File: config.mk
export PLATFORM = sky130hd
export DESIGN_NAME = frc_queue
export DESIGN_NICKNAME = d
export VERILOG_FILES = /design/src/frc_pkg.sv /design/src/frc_queue.sv
export SDC_FILE = /design/constraint.sdc
export NUM_CORES = 1
export LEC_CHECK = 0
export ABC_CLOCK_PERIOD_IN_PS = 3870
export BUFFER_PORTS_ARGS = -buffer_cell sky130_fd_sc_hd__buf_2
export CORE_UTILIZATION = 45
export DETAILED_ROUTE_END_ITERATION = 7
export PLACE_DENSITY = 0.69
export SLEW_MARGIN = 20
export SYNTH_ARGS = -nofsm -noshare
export SYNTH_HDL_FRONTEND = slang
export SYNTH_SLANG_ARGS = --single-unit
File: constraint.sdc
create_clock -name clock -period 3.87 [get_ports clock]
set_input_delay 0.387 -clock clock [delete_from_list [all_inputs] [get_ports clock]]
set_output_delay 0.387 -clock clock [all_outputs]
set_load 0.01 [all_outputs]
File: src/frc_pkg.sv
// ----------------------------------------------------------------------------
// frc_pkg: shared types and codes of the fabric reachability classifier
// Holds item action codes, reach classes, CSR indexes and the command that
// travels from the front end to the back end.
// ----------------------------------------------------------------------------
package frc_pkg;

   // upper bounds of the parameter ranges; command fields are sized for them
   localparam int SLOT_W_MAX = 9;
   localparam int ID_W_MAX   = 32;
   localparam int ADDR_W_MAX = 17;

   localparam logic [1:0] ACT_CLEAR = 2'd0;
   localparam logic [1:0] ACT_ADD   = 2'd1;
   localparam logic [1:0] ACT_QUERY = 2'd2;

   localparam logic [1:0] OP_NOP   = 2'd0;
   localparam logic [1:0] OP_CLEAR = 2'd1;
   localparam logic [1:0] OP_ADD   = 2'd2;
   localparam logic [1:0] OP_QUERY = 2'd3;

   localparam logic [2:0] RC_SAME           = 3'd0;
   localparam logic [2:0] RC_DIRECT_LS      = 3'd1;
   localparam logic [2:0] RC_DIRECT_PEER    = 3'd2;
   localparam logic [2:0] RC_VIA_PEER       = 3'd3;
   localparam logic [2:0] RC_ONE_SPINE      = 3'd4;
   localparam logic [2:0] RC_MULTI_SPINE    = 3'd5;
   localparam logic [2:0] RC_SPINE_VIA_LEAF = 3'd6;
   localparam logic [2:0] RC_UNREACHABLE    = 3'd7;

   localparam logic CSR_LEAF_COUNT  = 1'b0;
   localparam logic CSR_SPINE_COUNT = 1'b1;

   localparam logic STATUS_OK      = 1'b0;
   localparam logic STATUS_UNKNOWN = 1'b1;

   typedef struct packed {
      logic [1:0]            op;
      logic                  status;
      logic [SLOT_W_MAX-1:0] slot_a;
      logic [SLOT_W_MAX-1:0] slot_b;
      logic [ADDR_W_MAX-1:0] rec_addr;
      logic [ID_W_MAX-1:0]   link_id;
      logic                  link_ls;
      logic                  pair_same;
      logic                  out_of_store;
      logic                  a_spine;
      logic                  b_spine;
   } cmd_type;

endpackage

File: src/frc_queue.sv
// ----------------------------------------------------------------------------
// frc_queue: two-entry command queue
// Decouples the front end from the back end.
// ----------------------------------------------------------------------------
module frc_queue
   import frc_pkg::*;
(
   input  logic    clock,
   input  logic    reset,
   input  logic    push,
   input  cmd_type push_cmd,
   input  logic    pop,
   output cmd_type head_cmd,
   output logic    full,
   output logic    empty
);

   cmd_type    entry_ff [2];
   logic       wr_ptr_ff;
   logic       rd_ptr_ff;
   logic [1:0] count_ff;

   assign head_cmd = entry_ff[rd_ptr_ff];
   assign full     = (count_ff == 2'd2);
   assign empty    = (count_ff == 2'd0);

   always_ff @(posedge clock) begin
      if (push) begin
         entry_ff[wr_ptr_ff] <= push_cmd;
      end
   end

   always_ff @(posedge clock) begin
      if (reset) begin
         wr_ptr_ff <= 1'b0;
         rd_ptr_ff <= 1'b0;
         count_ff  <= 2'd0;
      end else begin
         if (push) begin
            wr_ptr_ff <= ~wr_ptr_ff;
         end
         if (pop) begin
            rd_ptr_ff <= ~rd_ptr_ff;
         end
         case ({push, pop})
            2'b10:   count_ff <= count_ff + 2'd1;
            2'b01:   count_ff <= count_ff - 2'd1;
            default: count_ff <= count_ff;
         endcase
      end
   end

endmodule

==> flow_summary_export.csv <==
group,metric,value,unit
run_status,status,"finished clean",
place,hpwl,6.06,mm
power_and_ir_drop,power.density,554,mW/mm²
clock_network,post_cts_buffers,0,
detailed_routing,drt-pass1-iter-count,6,
global_routing,grt_pass1_wl,14.6,mm
final_layout,utilization,0.592,
sta,worstMarginPinSlew,1.03,ns
setup_path,crit_family,"flip-flops",
sta,hold_viol,0,
sta,setup_viol,0,
sta,fin_worst_skew,0.00985,ns
logic_synthesis,syn_area_per_cell,22.0,µm²
final_layout,syn_to_final_growth,27.3,%
clock_network,cts-resized-gates,0,
setup_path,path_cells,"mux2_2, buf_2",
job,drv_cap,0,
floorplanning,dieArea,0.0129,mm²
sta,hold-worst-slack,0.160,ns
logic_synthesis,synth_seq_area_share,0.821,
final_layout,final_cell_mix,"buf_2 (155), edfxtp_1 (150), mux2_2 (75)",
detailed_routing,post_drt_wl_per_cell,15.8,µm
setup_path,worstSetupPathType,"flip-flop to output pin",
logic_synthesis,ys_warn_count,0,
setup_path,rrSetupSlack,2.16,ns
clock_network,cts_root_buf,"clkbuf_16",
sta,drv_slew,0,
floorplanning,num_io_pins,156,
detailed_routing,vias,2874,
setup_path,rr_endpoint,"entry_ff[1][60]$_DFFE_PP_",
logic_synthesis,synth_top_area_frac,0.803,
global_routing,antenna_found_initial,1,
setup_path,cp-end-kind,"output pin",
setup_path,crit_slowest_cell,"dfxtp_4",
setup_path,crit_required,3.48,ns
min_path,min_path_cells,1,
detailed_routing,drtIter0Drc,144,
clock_network,htreeDepth,4,
sta,fmax,412,MHz
logic_synthesis,synthDistinctLibCells,15,
setup_path,path_buf_inv,1,
detailed_routing,wirelength,9.51,mm
final_layout,diodes,0,
power_and_ir_drop,ir_drop,0.000354,V
clock_network,clock-sinks,155,
detailed_routing,drc,0,
final_layout,layout.nets,502,
floorplanning,core_area,0.0121,mm²
detailed_routing,vias_per_cell,4.77,
floorplanning,rows,40,
final_layout,drive_gt1_frac,0.597,
floorplanning,start_util,0.465,
power_and_ir_drop,report.power.total,0.00395,W
global_routing,grt_pass1_vias,2919,
final_layout,final_area,0.00714,mm²
global_routing,gr-total-overflow,0,
min_path,min_from,"push_cmd[72]",
logic_synthesis,synthTopCellsByArea,"edfxtp_1 (80%), mux2_2 (15%), dfxtp_1 (1.8%)",
sta,rsz0062_at_grt,"false",
logic_synthesis,syn_nets,335,
logic_synthesis,ys_ff_latch,155,
clock_network,cts_tree,"yes",
global_routing,grt_max_degree,76,
sta,final.period_utilization,0.627,
min_path,min_path_type,"input port to flip-flop",
setup_path,r2r-start,"wr_ptr_ff$_SDFFE_PP0P_",
clock_network,cts_buffer_depth,2,
setup_path,slowest_delay,1.01,ns
sta,timing.final.crit_period,2.43,ns
setup_path,arrival,2.04,ns
sta,tns,0,ns
clock_network,hold_buffers,0,
power_and_ir_drop,p_leak,2.68,nW
place,place_area,0.00657,mm²
place,portBuffers,155,
clock_network,clock_latency,0.41,ns
clock_network,cts_buffers,17,
sta,maxSlewHeadroom,0.310,
logic_synthesis,syn_area,0.00561,mm²
logic_synthesis,yosysTopAreaCell,"edfxtp_1",
min_path,whs_endpoint,"entry_ff[0][72]$_DFFE_PP_",
setup_path,crit_path_max_fanout,75,
setup_path,reg2reg_depth,1,
setup_path,start_kind,"flip-flop",
floorplanning,die_x,114,µm
floorplanning,die_y,114,µm
global_routing,grt.total_usage,0.155,
place,globalplace.congestion,0.672,
final_layout,final_common_cell,"buf_2",
logic_synthesis,synth_cells,255,
detailed_routing,ant_nets,0,
clock_network,clk_pin_slew,0.06,ns
[where the power goes]
part           internal (W)  total [W]  switching (W)
combinational      0.000185   0.000363       0.000178
sequential          0.00196    0.00201      0.0000546
clock               0.00100    0.00158       0.000577
[Yosys cell counts (all sizes together)]
| library cell | count |
|---|---|
| dfxtp | 5 |
| edfxtp | 150 |
| a21oi | 1 |
| and2b | 1 |
| or3 | 1 |
| inv | 1 |
| buf | 8 |
| o21ai | 1 |
| nor2 | 6 |
| xnor2 | 3 |
| xor2 | 1 |
| mux2 | 75 |
| and2 | 1 |
| ha | 1 |
[state kept, by name, indices dropped and copies added, names as in the netlist, named ones only]
register / flops
rd_ptr_ff: 1
entry_ff: 150
wr_ptr_ff: 1
count_ff: 2
[per-stage QoR]
stage          instances  worst slack [ns]
6_report             602              1.44
2_1_floorplan        255              1.07
3_3_place_gp         571              1.84
5_1_grt              602              1.31
4_1_cts              602              1.38
3_5_place_dp         571              1.84
[cell families (layout without fill, tap and decap cells)]
kind of cell    after synthesis  in the layout  share of synthesized area
buf+inv                       9            188                     0.0100
compound gates                2              2                    0.00178
flops                       155            155                      0.821
xor+xnor                      4              4                    0.00625
fa+ha+maj                     1              1                    0.00223
simple gates                  9              9                    0.00781
mux                          75             75                      0.151
[worst max path at each step]
stage / start / endpoint / slack (ns) / cells past startpoint
2_1_floorplan: push / entry_ff[0][0]$_DFFE_PP_ / 1.07 / 2
3_3_place_gp: flip-flop / head_cmd[67] / 1.84 / 2
3_5_place_dp: flip-flop / head_cmd[67] / 1.84 / 2
4_1_cts: flip-flop / head_cmd[67] / 1.38 / 2
5_1_grt: flip-flop / head_cmd[67] / 1.31 / 2
6_report: flip-flop / head_cmd[17] / 1.44 / 2
[per-layer routing]
metal	routed length [µm]	track usage	up-vias
li1	-	-	1342
met1	4000	0.186	1404
met2	4640	0.245	115
met3	738	0.0611	13
met4	138	0.0737	0
met5	0	0	-
[cell type report]
| type | count | area, µm² |
|---|---|---|
| Timing Repair Buffer | 156 | 796 |
| Tap cell | 168 | 210 |
| Clock inverter | 10 | 125 |
| Multi-Input combinational cell | 91 | 956 |
| Inverter | 1 | 3.75 |
| Clock buffer | 21 | 440 |
| Fill cell | 902 | 4920 |
| Sequential cell | 155 | 4610 |
Power figures use the tool's default switching activity.
