File: src/frc_pkg.sv
// ----------------------------------------------------------------------------
// frc_pkg: shared types and codes of the fabric reachability classifier
// Holds item action codes, reach classes, CSR indexes and the command that
// travels from the front end to the back end.
// ----------------------------------------------------------------------------
package frc_pkg;

   // upper bounds of the parameter ranges; command fields are sized for them
   localparam int SLOT_W_MAX = 9;
   localparam int ID_W_MAX   = 32;
   localparam int ADDR_W_MAX = 17;

   localparam logic [1:0] ACT_CLEAR = 2'd0;
   localparam logic [1:0] ACT_ADD   = 2'd1;
   localparam logic [1:0] ACT_QUERY = 2'd2;

   localparam logic [1:0] OP_NOP   = 2'd0;
   localparam logic [1:0] OP_CLEAR = 2'd1;
   localparam logic [1:0] OP_ADD   = 2'd2;
   localparam logic [1:0] OP_QUERY = 2'd3;

   localparam logic [2:0] RC_SAME           = 3'd0;
   localparam logic [2:0] RC_DIRECT_LS      = 3'd1;
   localparam logic [2:0] RC_DIRECT_PEER    = 3'd2;
   localparam logic [2:0] RC_VIA_PEER       = 3'd3;
   localparam logic [2:0] RC_ONE_SPINE      = 3'd4;
   localparam logic [2:0] RC_MULTI_SPINE    = 3'd5;
   localparam logic [2:0] RC_SPINE_VIA_LEAF = 3'd6;
   localparam logic [2:0] RC_UNREACHABLE    = 3'd7;

   localparam logic CSR_LEAF_COUNT  = 1'b0;
   localparam logic CSR_SPINE_COUNT = 1'b1;

   localparam logic STATUS_OK      = 1'b0;
   localparam logic STATUS_UNKNOWN = 1'b1;

   typedef struct packed {
      logic [1:0]            op;
      logic                  status;
      logic [SLOT_W_MAX-1:0] slot_a;
      logic [SLOT_W_MAX-1:0] slot_b;
      logic [ADDR_W_MAX-1:0] rec_addr;
      logic [ID_W_MAX-1:0]   link_id;
      logic                  link_ls;
      logic                  pair_same;
      logic                  out_of_store;
      logic                  a_spine;
      logic                  b_spine;
   } cmd_type;

endpackage

File: src/frc_if.sv
// ----------------------------------------------------------------------------
// frc interfaces: request, response and CSR channels
// Valid/ready channels; an item moves when valid and ready are both high.
// ----------------------------------------------------------------------------
interface frc_req_if;
   logic       valid;
   logic       ready;
   logic [1:0] action;
   logic       first_is_spine;
   logic [5:0] first_index;
   logic       second_is_spine;
   logic [5:0] second_index;
   logic [15:0] link_number;
   logic       link_is_leaf_spine;
   logic       link_enabled;

   modport source (output valid, action, first_is_spine, first_index, second_is_spine,
                   second_index, link_number, link_is_leaf_spine, link_enabled,
                   input ready);
   modport sink (input valid, action, first_is_spine, first_index, second_is_spine,
                 second_index, link_number, link_is_leaf_spine, link_enabled,
                 output ready);
endinterface


interface frc_csr_if;
   logic       valid;
   logic       ready;
   logic       index;
   logic [6:0] data;

   modport source (output valid, index, data, input ready);
   modport sink (input valid, index, data, output ready);
endinterface

File: src/frc_front.sv
// ----------------------------------------------------------------------------
// frc_front: item intake and classification
// Holds the count registers, maps nodes to store slots, checks endpoints
// and turns each item into a back-end command.
// ----------------------------------------------------------------------------
module frc_front
   import frc_pkg::*;
#(
   parameter int MAX_LEAVES   = 64,
   parameter int MAX_SPINES   = 16,
   parameter int LINK_ID_BITS = 16
) (
   input  logic          clock,
   input  logic          reset,
   frc_req_if.sink       req_ch,
   frc_csr_if.sink       csr_ch,
   input  logic          q_full,
   input  logic          init_busy,
   output logic          push,
   output cmd_type       push_cmd
);

   localparam int N  = MAX_LEAVES + MAX_SPINES;
   localparam int SW = $clog2(N);
   localparam int AW = $clog2(N * N);

   logic [6:0] leaf_count_ff;
   logic [4:0] spine_count_ff;

   logic          a_in, b_in, a_ok, b_ok;
   logic [SW-1:0] slot_a, slot_b, slot_lo, slot_hi;
   logic [AW-1:0] rec_addr;
   logic [LINK_ID_BITS-1:0] link_id;

   assign csr_ch.ready = 1'b1;

   always_ff @(posedge clock) begin
      if (reset) begin
         leaf_count_ff  <= 7'd0;
         spine_count_ff <= 5'd0;
      end else if (csr_ch.valid) begin
         if (csr_ch.index == CSR_LEAF_COUNT) begin
            leaf_count_ff <= csr_ch.data;
         end else begin
            spine_count_ff <= csr_ch.data[4:0];
         end
      end
   end

   assign req_ch.ready = !q_full && !init_busy;
   assign push         = req_ch.valid && req_ch.ready;

   // map each endpoint to a slot; leaves first, spines after them
   always_comb begin
      a_in   = 1'b0;
      b_in   = 1'b0;
      slot_a = '0;
      slot_b = '0;
      if (req_ch.first_is_spine) begin
         if (int'(req_ch.first_index) < MAX_SPINES) begin
            a_in   = 1'b1;
            slot_a = SW'(MAX_LEAVES + int'(req_ch.first_index));
         end
      end else if (int'(req_ch.first_index) < MAX_LEAVES) begin
         a_in   = 1'b1;
         slot_a = SW'(int'(req_ch.first_index));
      end
      if (req_ch.second_is_spine) begin
         if (int'(req_ch.second_index) < MAX_SPINES) begin
            b_in   = 1'b1;
            slot_b = SW'(MAX_LEAVES + int'(req_ch.second_index));
         end
      end else if (int'(req_ch.second_index) < MAX_LEAVES) begin
         b_in   = 1'b1;
         slot_b = SW'(int'(req_ch.second_index));
      end
   end

   assign a_ok = a_in && (req_ch.first_is_spine ?
                          ({1'b0, req_ch.first_index} < {2'b00, spine_count_ff}) :
                          ({1'b0, req_ch.first_index} < leaf_count_ff));
   assign b_ok = b_in && (req_ch.second_is_spine ?
                          ({1'b0, req_ch.second_index} < {2'b00, spine_count_ff}) :
                          ({1'b0, req_ch.second_index} < leaf_count_ff));

   // record store keeps one entry per unordered pair
   assign slot_lo  = (slot_a < slot_b) ? slot_a : slot_b;
   assign slot_hi  = (slot_a < slot_b) ? slot_b : slot_a;
   assign rec_addr = AW'(int'(slot_lo) * N + int'(slot_hi));
   assign link_id  = LINK_ID_BITS'(32'(req_ch.link_number));

   always_comb begin
      push_cmd              = '0;
      push_cmd.slot_a       = SLOT_W_MAX'(slot_a);
      push_cmd.slot_b       = SLOT_W_MAX'(slot_b);
      push_cmd.rec_addr     = ADDR_W_MAX'(rec_addr);
      push_cmd.link_id      = ID_W_MAX'(link_id);
      push_cmd.link_ls      = req_ch.link_is_leaf_spine;
      push_cmd.a_spine      = req_ch.first_is_spine;
      push_cmd.b_spine      = req_ch.second_is_spine;
      push_cmd.pair_same    = (req_ch.first_is_spine == req_ch.second_is_spine) &&
                              (req_ch.first_index == req_ch.second_index);
      push_cmd.out_of_store = !a_in || !b_in;
      push_cmd.status       = STATUS_OK;
      push_cmd.op           = OP_NOP;
      case (req_ch.action)
         ACT_CLEAR: push_cmd.op = OP_CLEAR;
         ACT_ADD: begin
            if (req_ch.link_enabled) begin
               if (a_ok && b_ok) begin
                  push_cmd.op = OP_ADD;
               end else begin
                  push_cmd.status = STATUS_UNKNOWN;
               end
            end
         end
         ACT_QUERY: push_cmd.op = OP_QUERY;
         default:   push_cmd.op = OP_NOP;
      endcase
   end

endmodule

File: src/flat_wrapper.sv
// flat-port wrapper written by rule: the top's interface ports become plain ports
module frc_front_flat import frc_pkg::*;
#(
   parameter int MAX_LEAVES   = 64,
   parameter int MAX_SPINES   = 16,
   parameter int LINK_ID_BITS = 16
)
  (clock, reset, q_full, init_busy, push, push_cmd, req_ch_valid, req_ch_action, req_ch_first_is_spine, req_ch_first_index, req_ch_second_is_spine, req_ch_second_index, req_ch_link_number, req_ch_link_is_leaf_spine, req_ch_link_enabled, req_ch_ready, csr_ch_valid, csr_ch_index, csr_ch_data, csr_ch_ready);
  frc_req_if req_ch_i ();
  frc_csr_if csr_ch_i ();
  input  logic clock;
  input  logic reset;
  input  logic q_full;
  input  logic init_busy;
  output logic push;
  output cmd_type push_cmd;
  input wire logic [$bits(req_ch_i.valid)-1:0] req_ch_valid;
  input wire logic [$bits(req_ch_i.action)-1:0] req_ch_action;
  input wire logic [$bits(req_ch_i.first_is_spine)-1:0] req_ch_first_is_spine;
  input wire logic [$bits(req_ch_i.first_index)-1:0] req_ch_first_index;
  input wire logic [$bits(req_ch_i.second_is_spine)-1:0] req_ch_second_is_spine;
  input wire logic [$bits(req_ch_i.second_index)-1:0] req_ch_second_index;
  input wire logic [$bits(req_ch_i.link_number)-1:0] req_ch_link_number;
  input wire logic [$bits(req_ch_i.link_is_leaf_spine)-1:0] req_ch_link_is_leaf_spine;
  input wire logic [$bits(req_ch_i.link_enabled)-1:0] req_ch_link_enabled;
  output wire logic [$bits(req_ch_i.ready)-1:0] req_ch_ready;
  input wire logic [$bits(csr_ch_i.valid)-1:0] csr_ch_valid;
  input wire logic [$bits(csr_ch_i.index)-1:0] csr_ch_index;
  input wire logic [$bits(csr_ch_i.data)-1:0] csr_ch_data;
  output wire logic [$bits(csr_ch_i.ready)-1:0] csr_ch_ready;
  assign req_ch_i.valid = req_ch_valid;
  assign req_ch_i.action = req_ch_action;
  assign req_ch_i.first_is_spine = req_ch_first_is_spine;
  assign req_ch_i.first_index = req_ch_first_index;
  assign req_ch_i.second_is_spine = req_ch_second_is_spine;
  assign req_ch_i.second_index = req_ch_second_index;
  assign req_ch_i.link_number = req_ch_link_number;
  assign req_ch_i.link_is_leaf_spine = req_ch_link_is_leaf_spine;
  assign req_ch_i.link_enabled = req_ch_link_enabled;
  assign req_ch_ready = req_ch_i.ready;
  assign csr_ch_i.valid = csr_ch_valid;
  assign csr_ch_i.index = csr_ch_index;
  assign csr_ch_i.data = csr_ch_data;
  assign csr_ch_ready = csr_ch_i.ready;
  frc_front #(.MAX_LEAVES(MAX_LEAVES), .MAX_SPINES(MAX_SPINES), .LINK_ID_BITS(LINK_ID_BITS)) u_core (.clock(clock), .reset(reset), .req_ch(req_ch_i), .csr_ch(csr_ch_i), .q_full(q_full), .init_busy(init_busy), .push(push), .push_cmd(push_cmd));
endmodule
File: config.mk
export PLATFORM = sky130hd
export DESIGN_NAME = frc_front_flat
export DESIGN_NICKNAME = d
export VERILOG_FILES = /design/src/frc_pkg.sv /design/src/frc_if.sv /design/src/frc_front.sv /design/src/flat_wrapper.sv
export SDC_FILE = /design/constraint.sdc
export NUM_CORES = 1
export LEC_CHECK = 0
export BUFFER_PORTS_ARGS = -buffer_cell sky130_fd_sc_hd__buf_2
export CAP_MARGIN = 40
export CORE_ASPECT_RATIO = 1.4
export CORE_MARGIN = 5
export CORE_UTILIZATION = 49
export CTS_CLUSTER_SIZE = 28
export DETAILED_ROUTE_END_ITERATION = 7
export PLACE_DENSITY = 0.95
export RECOVER_POWER = 100
export SYNTH_ARGS = -nofsm -noshare
export SYNTH_HDL_FRONTEND = slang
export SYNTH_SLANG_ARGS = --single-unit
File: constraint.sdc
create_clock -name clock -period 10.5 [get_ports clock]
set_input_delay 1.575 -clock clock [delete_from_list [all_inputs] [get_ports clock]]
set_output_delay 1.575 -clock clock [all_outputs]
set_load 0.01 [all_outputs]
==> run_results.csv, run 1 <==
group,metric,value,unit
timing,rsz0062_at_grt,"false",
power_and_ir_drop,p_leak,1.192,nW
clocking,cts_tree,"done",
global_routing,grt_pass1_wl,8769,µm
global_routing,grt_pass1_vias,2086,
cells_and_area,final_util,54.22,%
timing,post-route-period-util,79.20,%
placed_design,port_buffers,66,
global_routing,overflow,0,
timing,hold_viol,0,
drt,drt-pass1-iter-count,4,
clocking,cts_setup_buffers,0,
setup_path,required,8.93,ns
synthesis,synth_area,2178,µm²
outcome,status,"complete, no violations",
setup_path,cpLargestDelayFamily,"compound AO/OA/AOI/OAI gates",
setup_path,cpPeakStageDelay,0.85,ns
synthesis,ys_async_sr_fraction,0,%
cells_and_area,antenna_cells,0,
job,cap_violations,0,
setup_path,path_depth,21,
drt,drc,0,
worst_hold_path,min_path_cells,2,
setup_path,start_kind,"primary input",
setup_path,path_buf_inv,4,
synthesis,yosys-top-cells-count,"buf_4 (45), ha_1 (32), nand2_1 (31)",
timing,finClkSkew,0,ns
clocking,cts_buffers,3,
drt,drt-wirelength-per-cell,14.24,µm
clocking,ctsHoldBuffers,0,
clocking,cts_buffer_depth,2,
power_and_ir_drop,ir_drop,89.09,µV
clocking,htree_levels,1,
setup_path,arrival,6.74,ns
die,start_util,50.97,%
synthesis,yosysTopAreaCellShare,18.38,%
cells_and_area,area_growth,6.376,%
synthesis,synthTopCellsByArea,"ha_1 (18%), buf_4 (16%), dfxtp_1 (11%)",
setup_path,critPathSlowestCell,"clkbuf_1",
clocking,clock-sinks,12,
timing,max_slew_margin,25.88,%
clocking,clkLatencyLatePin,0.23,ns
global_routing,grt_usage,18.53,%
drt,ant_nets,0,
setup_path,cp_cell_sequence,"clkbuf_1 > o21ai_0 > nand2_1 > inv_1 > ha_1 > a211o_1 > a21oi_1 > o311a_1 > a221oi_2 > clkbuf_1 > o21ai_0 > ha_1 > ha_1 > fa_1 > a21o_1 > a21oi_1 > xnor2_1 > nand3_1 > xnor2_1 > xnor2_1 > clkbuf_1",
timing,drv_slew,0,
die,core_area,4274,µm²
timing,fmax,0.1203,GHz
setup_path,end_kind,"output pin",
cells_and_area,layout-drive-gt1-share,11.24,%
worst_hold_path,hold_class,"register to register",
global_routing,antenna_found_initial,0,
timing,worst_pin_slew,1.112,ns
die,design.die.area,5898,µm²
drt,routed-via-count,2045,
die,ios,126,
synthesis,yosys_warnings,0,
timing,setup_tns,0,ns
synthesis,avgSynthCellArea,7.409,µm²
cells_and_area,nets,422,
synthesis,synth-seq-area-share,11.03,%
die,placementRows,28,
global_routing,grt_max_degree,32,
die,die-width,66.35,µm
setup_path,path_class,"primary input to output pin",
synthesis,netlist_instances,294,
placed_design,place_hpwl,4705,µm
placed_design,place_congestion,0.8949,
drt,dr.first_iter.drc_count,85,
synthesis,synth-main-ff-cell,"dfxtp_1",
clocking,cts.clk_slew.worst_paths,0.05,ns
drt,vias_per_cell,5.138,
clocking,cts-root-buf,"clkbuf_8",
die,die_h,88.89,µm
synthesis,yosysMostFrequentCell,"buf_4",
power_and_ir_drop,p_per_area,96.18,nW/µm²
clocking,ctsResizeCount,0,
setup_path,path_max_fanout,31,
drt,wl,5667,µm
synthesis,synth_cell_types,42,
timing,setup_violations,0,
synthesis,synth_seq_cells,12,
synthesis,synth_top_area_cell,"ha_1",
synthesis,synth_edf_count,0,
timing,period_minus_slack,8.316,ns
setup_path,r2r_cells,2,
stage by stage:
step           cell area (µm²)  std cells  hold WS, ns  setup WS, ns  total power, mW
2_1_floorplan             2265        317       0.4303         3.652           0.1562
3_3_place_gp              2322        395       0.4436         3.243           0.1803
3_5_place_dp              2322        395       0.4503         3.007           0.1868
4_1_cts                   2364        398       0.4568         3.002           0.2275
5_1_grt                   2317        398       0.4820         1.616           0.2410
6_report                  2317        398       0.4581         2.184           0.2229
sequential cells by signal (all words and copies together), names as in the netlist:
signal and flops:
u_core.leaf_count_ff 7, u_core.spine_count_ff 5
area by class of cell:
class / instances / area [µm²]
timing repair buffer: 67 / 291.5
multi-input combinational: 230 / 1572
sequential: 12 / 240.2
tap: 60 / 75.07
clock buffer: 3 / 41.29
inverter: 26 / 97.59
fill: 441 / 1957
cells in the final DEF (no fill, tap or decap), drive strengths merged, types with 12 or more instances in the layout:
cell type  instances
a21oi             13
o21ai             17
dfxtp             12
inv               26
conb              25
clkbuf            38
nand2             31
ha                32
nor2              22
buf               32
worst min-delay path, delay by kind of cell, from the launching register on:
family             cells  cell delay [ns]
and+or+nand+nor        1             0.05
AOI/OAI and AO/OA      1             0.05
DFF                    1             0.31
worst paths after layout:
kind	startpoint	to	slack (ns)
hold / removal	u_core.spine_count_ff[4]	u_core.spine_count_ff[4]	0.46
setup / recovery	req_ch_first_index[4]	push_cmd[49]	2.18
setup reg to reg	u_core.leaf_count_ff[4]	u_core.leaf_count_ff[4]	9.78
hold reg to reg	u_core.spine_count_ff[4]	u_core.spine_count_ff[4]	0.46
report_power, final:
part	total, mW	switching [mW]	internal, mW
registers	0.0492	0.00136	0.0479
clock network	0.0396	0.0145	0.0251
logic	0.134	0.0823	0.0517
total	0.223	0.0982	0.125
per-layer routing:
layer | GRT usage, % | wire [µm] | vias up
met2 | 39.30 | 3156 | 96
li1 | - | - | 1013
met4 | 7.948 | 154 | 0
met3 | 2.642 | 432 | 18
met1 | 16.59 | 1923 | 918
met5 | 0 | 0 | -
cell families (layout without fill, tap and decap cells):
logic type | Yosys count | after routing | share of synthesized area [%]
and+or+nand+nor | 85 | 85 | 17.98
buffers and inverters | 75 | 96 | 20.79
AOI/OAI and AO/OA | 56 | 56 | 16.83
adders and majority gates | 35 | 35 | 20.74
xor gates and xnor gates | 19 | 19 | 7.639
DFF | 12 | 12 | 11.03
muxes | 10 | 10 | 4.653
other | 2 | 25 | 0.3448
Note: power is estimated with default switching activity, not from simulation.
==> run 2: changes to the inputs <==
ABC_AREA = 1   (was default)
CORE_UTILIZATION = 47   (was 49)
PLACE_DENSITY = 0.92   (was 0.95)
clock period = 7.85 ns   (was 10.5 ns; I/O delays follow)
==> run 2 against run 1 <==
Final cell count rose by 16%. Via count rose by 12%. Largest power group unchanged. Cell area rose by 7.2%.
==> run_results.csv, run 2 <==
group,metric,value,unit
synthesis,yosys-top-cells-count,"nand2_1 (74), buf_4 (44), nor2_1 (34)",
setup_path,critPathSlowestCell,"nand2_1",
setup_path,path_depth,24,
synthesis,netlist_instances,352,
worst_hold_path,hold_class,"register to register",
cells_and_area,largest_reg_flops,7,
timing,post-route-period-util,86.27,%
drt,drt-pass1-iter-count,4,
drt,vias_per_cell,4.961,
placed_design,placed_cells,457,
synthesis,synth_area,2380,µm²
cells_and_area,largest_register,"u_core.leaf_count_ff",
power_and_ir_drop,ir_drop,129.8,µV
setup_path,cp_common_cell,"nand2_1",
setup_path,path_max_fanout,27,
synthesis,synth_seq_cells,12,
synthesis,synth_top_area_cell,"ha_1",
drt,dr.first_iter.drc_count,77,
timing,finClkSkew,0,ns
drt,wl,5705,µm
clocking,clock-sinks,12,
timing,rsz0062_at_grt,"false",
cells_and_area,reg.largest.list,"u_core.leaf_count_ff: 7 flops, u_core.spine_count_ff: 5 flops",
placed_design,port_buffers,66,
clocking,cts_buffer_depth,2,
setup_path,required,6.67,ns
cells_and_area,antenna_cells,0,
power_and_ir_drop,power,0.3418,mW
clocking,ctsHoldBuffers,0,
clocking,htree_levels,1,
timing,worst_pin_slew,0.9454,ns
die,core_area,4880,µm²
synthesis,synth-seq-area-share,10.09,%
clocking,cts.clk_slew.worst_paths,0.05,ns
die,design.die.area,6607,µm²
power_and_ir_drop,p_per_area,137.6,nW/µm²
drt,drc,0,
setup_path,end_kind,"output pin",
die,placementRows,30,
global_routing,grt_max_degree,28,
synthesis,synthTopCellsByArea,"ha_1 (17%), buf_4 (14%), nand2_1 (12%)",
setup_path,r2r_cells,2,
global_routing,overflow,0,
die,die-width,70.14,µm
cells_and_area,final_cell_mix,"nand2_1 (79), buf_2 (45), nor2_1 (38)",
clocking,ctsResizeCount,0,
drt,routed-via-count,2282,
global_routing,grt_pass1_vias,2129,
clocking,cts_setup_buffers,0,
timing,period_minus_slack,6.772,ns
die,ios,126,
timing,setup_violations,0,
cells_and_area,layout_commonest_cell,"nand2_1",
setup_path,cp_cell_sequence,"clkbuf_1 > inv_2 > nor2_1 > inv_1 > ha_1 > nand2_1 > a21oi_4 > nand3_1 > nor2_2 > nand2_4 > nand2_1 > nand2_1 > o21ai_2 > ha_1 > fa_1 > xor2_1 > nand3_1 > nor2_1 > nand2_1 > nand2_1 > nand2_1 > nand3b_1 > nand2_1 > buf_2",
synthesis,yosys_warnings,0,
setup_path,start_kind,"primary input",
timing,fmax,0.1477,GHz
synthesis,synth_edf_count,0,
global_routing,antenna_found_initial,0,
setup_path,cpPeakStageDelay,0.70,ns
clocking,clkLatencyLatePin,0.23,ns
setup_path,arrival,5.59,ns
power_and_ir_drop,p_leak,1.366,nW
synthesis,avgSynthCellArea,6.761,µm²
synthesis,yosysMostFrequentCell,"nand2_1",
global_routing,grt_pass1_wl,9066,µm
timing,finalWorstSetupSlack,1.078,ns
cells_and_area,fin_cells,460,
worst_hold_path,min_path_cells,2,
setup_path,cpLargestDelayFamily,"simple AND/OR/NAND/NOR gates",
global_routing,grt_usage,16.50,%
cells_and_area,area_growth,4.416,%
clocking,cts_tree,"done",
global_routing,use_met3,3.319,%
timing,holdWs,0.4863,ns
drt,drt-wirelength-per-cell,12.40,µm
outcome,status,"complete, no violations",
placed_design,dpl-instance-area,2512,µm²
die,start_util,48.77,%
placed_design,place_hpwl,5070,µm
clocking,cts-root-buf,"clkbuf_8",
placed_design,pre_cts_slack,1.639,ns
global_routing,busiest_layer,"met2",
cells_and_area,fin_area,2485,µm²
synthesis,ys_async_sr_fraction,0,%
timing,max_slew_margin,36.82,%
setup_path,path_class,"primary input to output pin",
setup_path,path_buf_inv,4,
timing,drv_slew,0,
cells_and_area,final_util,50.92,%
synthesis,synth_cell_types,37,
synthesis,synth-main-ff-cell,"dfxtp_1",
cells_and_area,nets,480,
global_routing,grtUsageMet1,16.10,%
job,cap_violations,0,
clocking,cts_buffers,3,
timing,setup_tns,0,ns
placed_design,place_congestion,0.8682,
timing,hold_viol,0,
drt,ant_nets,0,
synthesis,yosysTopAreaCellShare,16.82,%
cells_and_area,layout-drive-gt1-share,19.19,%
global_routing,grtUsageMet2,31.94,%
die,die_h,94.20,µm
[run 2: kinds of logic (layout without fill, tap and decap cells)]
logic type	after synthesis	in the layout	synth area share, %
flip-flops	12	12	10.09
XOR/XNOR	14	14	5.153
AND/OR/NAND/NOR	156	156	30.23
AO/OA/AOI/OAI	46	46	14.09
adder cells (fa/ha/maj)	34	34	18.51
buffers and inverters	88	109	21.61
other	2	25	0.3156
[run 2: final cells by class]
| cell class | count | area, µm² |
|---|---|---|
| clock buffer | 3 | 41.29 |
| fill | 500 | 2395 |
| inverter | 40 | 150.1 |
| multi-input combinational | 275 | 1669 |
| sequential | 12 | 240.2 |
| tap | 64 | 80.08 |
| timing repair buffer | 66 | 304.0 |
[run 2: power breakdown]
| part | switching [mW] | internal (mW) | total, mW | leakage [nW] |
|---|---|---|---|---|
| sequential | 0.00130 | 0.0650 | 0.0663 | 0.0989 |
| combinational | 0.141 | 0.0819 | 0.222 | 1.25 |
| clock | 0.0195 | 0.0335 | 0.0531 | 0.0216 |
| total | 0.161 | 0.180 | 0.342 | 1.37 |
[run 2: worst paths after layout]
| check | startpoint | endpoint | slack (ns) |
|---|---|---|---|
| worst min-delay path | u_core.leaf_count_ff[0] | u_core.leaf_count_ff[0] | 0.49 |
| worst max-delay path | req_ch_second_is_spine | push_cmd[49] | 1.08 |
| worst min register to register | u_core.leaf_count_ff[0] | u_core.leaf_count_ff[0] | 0.49 |
| worst max register to register | u_core.leaf_count_ff[6] | u_core.leaf_count_ff[6] | 7.12 |
[run 2: routing by layer]
layer	vias up	wire length, µm	share of wire, %
met4	0	197	3.5
met1	1003	2067	36
met3	22	380	6.7
met2	90	3060	54
li1	1167	-	-
met5	-	0	0
[run 2: worst reg2reg max path, cell delays in order (launching register included)]
cell,delay [ns]
dfxtp_1,0.35
inv_1,0.08
a211oi_1,0.22
